**src/design/arwr_pkg.sv**
```systemverilog
`default_nettype none
package arwr_pkg;

    localparam int WINDOW_DEPTH = 32;
    localparam int IDX_W = $clog2(WINDOW_DEPTH);
    localparam int CNT_W = $clog2(WINDOW_DEPTH + 1);

    localparam logic [14:0] HALF_WINDOW_RESET = 15'd1024;
    localparam logic [19:0] MSG_LEN_MAX = 20'hFFFFF;

    typedef enum logic [1:0] {
        KIND_PACKET = 2'd0,
        KIND_SYNC   = 2'd1,
        KIND_QUERY  = 2'd2,
        KIND_NONE   = 2'd3
    } t_kind;

    typedef enum logic [1:0] {
        ST_IDLE,
        ST_EVAL,
        ST_SCAN,
        ST_EMIT
    } t_state;

    // one held packet; ack zero marks an empty slot
    typedef struct packed {
        logic [15:0] ack;
        logic [15:0] frags;
        logic [15:0] opcode;
        logic [15:0] length;
        logic [15:0] handle;
    } t_slot;

    localparam t_slot SLOT_EMPTY = '0;

endpackage
`default_nettype wire

```
**src/design/arwr_cell.sv**
```systemverilog
`default_nettype none
module arwr_cell
    import arwr_pkg::*;
(
    input  wire   i_clk,
    input  wire   i_rst_n,
    input  wire   i_wr_en,
    input  t_slot i_wr_data,
    input  wire   i_shift,
    input  t_slot i_shift_data,
    output t_slot o_slot
);

    logic [15:0] r_ack;
    logic [15:0] r_frags;
    logic [15:0] r_opcode;
    logic [15:0] r_length;
    logic [15:0] r_handle;

    // ack is the occupancy mark, so only it is reset
    always_ff @(posedge i_clk) begin
        if (!i_rst_n) begin
            r_ack <= '0;
        end else if (i_wr_en) begin
            r_ack <= i_wr_data.ack;
        end else if (i_shift) begin
            r_ack <= i_shift_data.ack;
        end
    end

    always_ff @(posedge i_clk) begin
        if (i_wr_en) begin
            r_frags  <= i_wr_data.frags;
            r_opcode <= i_wr_data.opcode;
            r_length <= i_wr_data.length;
            r_handle <= i_wr_data.handle;
        end else if (i_shift) begin
            r_frags  <= i_shift_data.frags;
            r_opcode <= i_shift_data.opcode;
            r_length <= i_shift_data.length;
            r_handle <= i_shift_data.handle;
        end
    end

    assign o_slot = '{ack: r_ack, frags: r_frags, opcode: r_opcode,
                      length: r_length, handle: r_handle};

endmodule
`default_nettype wire
```
**config.mk**
```make
export PLATFORM = sky130hd
export DESIGN_NAME = arwr_cell
export DESIGN_NICKNAME = d
export VERILOG_FILES = /design/src/design/arwr_pkg.sv /design/src/design/arwr_cell.sv
export SDC_FILE = /design/constraint.sdc
export NUM_CORES = 1
export LEC_CHECK = 0
export BUFFER_PORTS_ARGS = -buffer_cell sky130_fd_sc_hd__buf_4
export CORE_MARGIN = 2
export CORE_UTILIZATION = 43
export CTS_BUF_LIST = sky130_fd_sc_hd__clkbuf_8
export DETAILED_ROUTE_END_ITERATION = 7
export PLACE_DENSITY = 0.91
export SLEW_MARGIN = 40
export SYNTH_ARGS = -nofsm -noshare
export SYNTH_HDL_FRONTEND = slang
export SYNTH_SLANG_ARGS = --single-unit
```
**constraint.sdc**
```tcl
create_clock -name i_clk -period 2.7 [get_ports i_clk]
set_input_delay 0.54 -clock i_clk [delete_from_list [all_inputs] [get_ports i_clk]]
set_output_delay 0.54 -clock i_clk [all_outputs]
set_load 0.03 [all_outputs]
```
==> results of run 1 <==
critical path, cell delays in order:
cell and delay [ns]:
buf_4 0.42, or2_2 0.21, buf_4 0.36
logic make-up after synthesis:
kind of cell,Yosys count
multiplexers,80
flip-flops,80
AND/OR/NAND/NOR,17
AO/OA/AOI/OAI,16
buffers and inverters,15
cell usage after synthesis (all sizes together):
library cell and number:
buf 13, clkbuf 2, dfxtp 16, edfxtp 64, mux2 80, nand2b 16
o211a 16, or2 1
sequential cells by signal (all words and copies together) (netlist names):
name	flops
r_ack	16
r_length	16
r_frags	16
r_handle	16
r_opcode	16
stage by stage:
| step | setup WS, ns | hold WS, ns |
|---|---|---|
| global placement | 0.807 | 0.590 |
| detailed placement | 0.742 | 0.609 |
| finish | 1.11 | 0.505 |
| floorplan | 0.540 | 0.760 |
| global route | 1.03 | 0.485 |
| CTS | 1.11 | 0.490 |
power breakdown:
part           leakage, nW  internal, mW  switching (mW)  total, mW
logic                 1.76         0.414           0.428      0.842
clock network       0.0931         0.314           0.393      0.707
registers            0.786          1.47          0.0413       1.52
total                 2.64          2.20           0.862       3.06
worst min path at each step:
stage                                 from      endpoint  slack (ns)  depth (start not counted)
after floorplan           i_shift_data[58]   r_frags[10]        0.76                          1
after global placement            r_ack[9]      r_ack[9]        0.59                          2
after detailed placement          r_ack[9]      r_ack[9]        0.61                          2
after CTS                    i_wr_data[54]    r_frags[6]        0.49                          2
after global routing      i_shift_data[31]  r_length[15]        0.48                          2
final                        i_wr_data[53]    r_frags[5]        0.51                          2
per-layer routing:
layer	wire length, um	vias up	share of wire (%)
met5	0	-	0
met4	106	0	1.2
met3	877	9	9.6
met2	4920	137	54
met1	3220	1246	35
li1	-	1278	-
layout make-up:
type                       count  area, um^2  area share, %
clock buffer                   9         124           2.21
clock inverter                 7        27.5          0.492
multi-input combinational    113        1200           21.5
sequential                    80        2240           40.1
tap                          105         131           2.35
timing repair buffer         247        1870           33.4
==> impl_metrics.ini, run 1 <==
[hold_path]
hold_path_class = primary input to register

[cts]
cts_buffers = 9
post_cts_resized = 0
holdBufCountCts = 0
cts_max_level = 3
clockRootBuffer = clkbuf_8
post_cts_buffers = 0
clkLatencyLatePin_ns = 0.31
clk_pin_slew_ns = 0.09
cts.sinks = 80
cts_tree = done
ctsLongestPathBuffers = 2

[timing]
max_slew_margin_pct = 65.9
post-route-min-period_ns = 1.59
setup_viol = 0
fin_skew_ns = 0
tightest_slew_ns = 0.511
post-route-period-util_pct = 58.9
fmax_mhz = 629
finalHoldViolCount = 0
rsz0062_at_grt = no
slew_violations = 0
finalSetupTns_ns = 0

[synth]
syn-cell-area_um2 = 3560
post_synth_and_or_nand_nor_area_fraction_pct = 2.99
synth_top_area_share_pct = 54.0
synth-xor-area-share_pct = 0
synth.area.mux_share_pct = 26.3
syn_area_per_cell_um2 = 17.1
synth_compound_area_share_pct = 4.50
syn_nets = 372
synth_top_family_by_area = multiplexers
yosysWarningCount = 0
yosysTopAreaCell = edfxtp_1
synth_seq_cells = 80
synth-adder-area-share_pct = 0
seq_area_frac_synth_pct = 63.1
synth_cells = 208
synth_cell_types = 11
yosys-top-cells-area = edfxtp_1 (54%), mux2_2 (22%), dfxtp_1 (9.0%), o211a_1 (4.5%), mux2_4 (3.8%)

[grt]
top_usage_layer = met2
grt_util_met1_pct = 20.6
grt_pass1_vias = 2679
grt_util_met2_pct = 35.4
grt_pass1_wl_um = 13100
grtUsageMet3_pct = 6.94
grt_max_degree = 43
grt_usage_pct = 19.2
gr-total-overflow = 0
antenna_found_initial = 0

[drt]
vias_per_cell = 4.76
drt-initial-drc-count = 58
routed_wl_um = 9130
drtPass1Iterations = 4
ant_nets = 0
drt_drc_violations_left = 0
wl_per_cell_um = 16.3
vias = 2670

[worst_setup_path]
crit_arrival_ns = 1.56
cp_max_fo = 42
reg2reg_depth = 2
cp-endpoint = r_opcode[10]
cp-startpoint = i_wr_en
worstReg2RegStart = r_ack[14]
critPathKind = primary input to register
ff2ff_setup_slack_ns = 1.81
required_ns = 2.67
worstSetupStartpointType = primary input
crit_path_end_kind = register
r2r-end = r_ack[14]

[floorplanning]
die_w_um = 94.9
floorplan.initialDensity_pct = 43.7
die_h_um = 94.9
ios = 244
core_um2 = 8130
dieArea_um2 = 9010
rows = 33

[power_and_ir_drop]
finalPower_mw = 3.06
ir_worst_vdd_uv = 356
powerDensity_nw_per_um2 = 548
leakagePower_nw = 2.64

[layout]
final_cell_mix = buf_4 (246), mux2_2 (71), edfxtp_1 (64)
area_growth_pct = 57.3
layout_commonest_cell = buf_4
fin_nets = 615
finalNonFillerCells = 561
drive_gt1_share_pct = 74.1
fin_util_pct = 68.8
filler_cell_count = 592
num_antenna_cells = 0
final_cell_area_um2 = 5590

[status]
outcome = finished, final reports clean

[placement]
placed_cell_area_um2 = 5440
port_buffers = 243
dpl.cell_count = 545
dp_hpwl_um = 7110
gp_congestion = 0.807

[job]
maxCapViolCount = 0
(Power assumes the default switching activity.)
==> inputs of run 2 (changes only) <==
Settings changed: CORE_ASPECT_RATIO set to 1.4, CORE_UTILIZATION 43 to 39, PLACE_DENSITY 0.91 to 0.87.
Clock period 2.7 ns to 1.4 ns, I/O delays scaled along.
==> impl_metrics.ini, run 2 (same netlist as run 1, synthesis figures left out) <==
[layout]
area_growth_pct = 59.9
layout_commonest_cell = buf_4
fin_nets = 620
fin_util_pct = 63.7
final_cell_mix = buf_4 (248), mux2_2 (71), edfxtp_1 (64)
drive_gt1_share_pct = 75.3
num_antenna_cells = 0
final_cell_area_um2 = 5680

[cts]
cts_buffers = 9
post_cts_buffers = 0
holdBufCountCts = 0
ctsLongestPathBuffers = 2
post_cts_resized = 0
clockRootBuffer = clkbuf_8
cts_tree = done
clk_pin_slew_ns = 0.08
clkLatencyLatePin_ns = 0.33
cts.sinks = 80
cts_max_level = 3

[timing]
slew_violations = 0
fin_ws_ns = 0.177
post-route-period-util_pct = 87.4
finalHoldViolCount = 0
max_slew_margin_pct = 88.1
fin_skew_ns = 0
setup_viol = 0
tightest_slew_ns = 0.179
rsz0062_at_grt = no
post-route-min-period_ns = 1.22
fmax_mhz = 817

[floorplanning]
core_um2 = 8930
die_h_um = 117
ios = 244
die_w_um = 84.7
floorplan.initialDensity_pct = 39.8
rows = 41
dieArea_um2 = 9910

[power_and_ir_drop]
switchingPower_mw = 1.73
finalPower_mw = 6.02
p_int_mw = 4.29
powerDensity_nw_per_um2 = 1060
combPwrFrac_pct = 27.6
p_seq_share_pct = 48.7
sw_frac_of_total_pct = 28.7
ir_worst_vdd_uv = 827
leakagePower_nw = 2.67
pwr-share-clk_pct = 23.7

[drt]
drt-initial-drc-count = 107
drtPass1Iterations = 4
routed_wl_um = 9720
vias = 2749
wl_per_cell_um = 17.1
ant_nets = 0
vias_per_cell = 4.84
drt_drc_violations_left = 0

[worst_setup_path]
path_delay_family = flip-flops
required_ns = 1.12
crit_chain = buf_4
critPathBufInv = 1
cp_slowest_stage_delay_ns = 0.41
worstSetupStartpointType = register
crit_slowest_cell = edfxtp_1
crit_arrival_ns = 0.94
cp_max_fo = 1
crit_path_end_kind = output pin
critPathKind = register to output pin

[placement]
port_buffers = 243
gp_congestion = 0.771
dp_hpwl_um = 7670
place_ws_ns = 0.0709
placed_cell_area_um2 = 5520

[grt]
grt_usage_pct = 19.0
antenna_found_initial = 0
grt_pass1_wl_um = 14300
grt_max_degree = 32
gr-total-overflow = 0
grt_pass1_vias = 2913

[status]
outcome = finished, final reports clean

[hold_path]
hold_path_class = primary input to register

[job]
maxCapViolCount = 0
==> run 2: cell count changes in the layout (fill, tap and decap cells not counted), sizes merged <==
cell,change
buf,+5
inv,-4
clkinvlp,+1
clkinv,+3
==> run 2: power by group through the flow <==
| stage | clock, mW | combinational, mW | sequential [mW] |
|---|---|---|---|
| after detailed placement | 0 | 1.67 | 2.98 |
| after global routing | 1.59 | 1.74 | 2.95 |
| after floorplan | 0 | 0.359 | 3.48 |
| after global placement | 0 | 1.64 | 2.97 |
| after CTS | 1.50 | 1.67 | 2.93 |
| final | 1.43 | 1.66 | 2.93 |
==> run 2: per-layer routing <==
layer | global-route usage [%] | share of wire [%] | routed length, um
met1 | 19.0 | 33 | 3230
met2 | 35.4 | 55 | 5390
met3 | 6.66 | 9.3 | 909
met4 | 8.89 | 2.0 | 193
met5 | 0 | 0 | 0
==> run 2: final timing paths <==
kind                            slack [ns]  cells past startpoint      endpoint     startpoint
worst max register to register        0.50                      2     r_ack[15]      r_ack[15]
worst min-delay path                  0.23                      2  r_length[10]  i_wr_data[26]
worst max-delay path                  0.18                      1    o_slot[49]     r_frags[1]
worst min register to register        0.62                      2     r_ack[13]      r_ack[13]
==> run 2: through the flow <==
stage	TNS (ns)	hold WS (ns)	instances
finish	0	0.232	568
global route	0	0.208	568
CTS	0	0.203	568
detailed placement	0	0.586	552
global placement	0	0.582	552
floorplan	-8.33	0.500	208
==> run 2: area by class of cell <==
type	instances	area, um^2
Fill cell	706	3240
Sequential cell	80	2240
Timing Repair Buffer	252	1940
Multi-Input combinational cell	113	1200
Tap cell	107	134
Clock buffer	9	124
Clock inverter	7	38.8
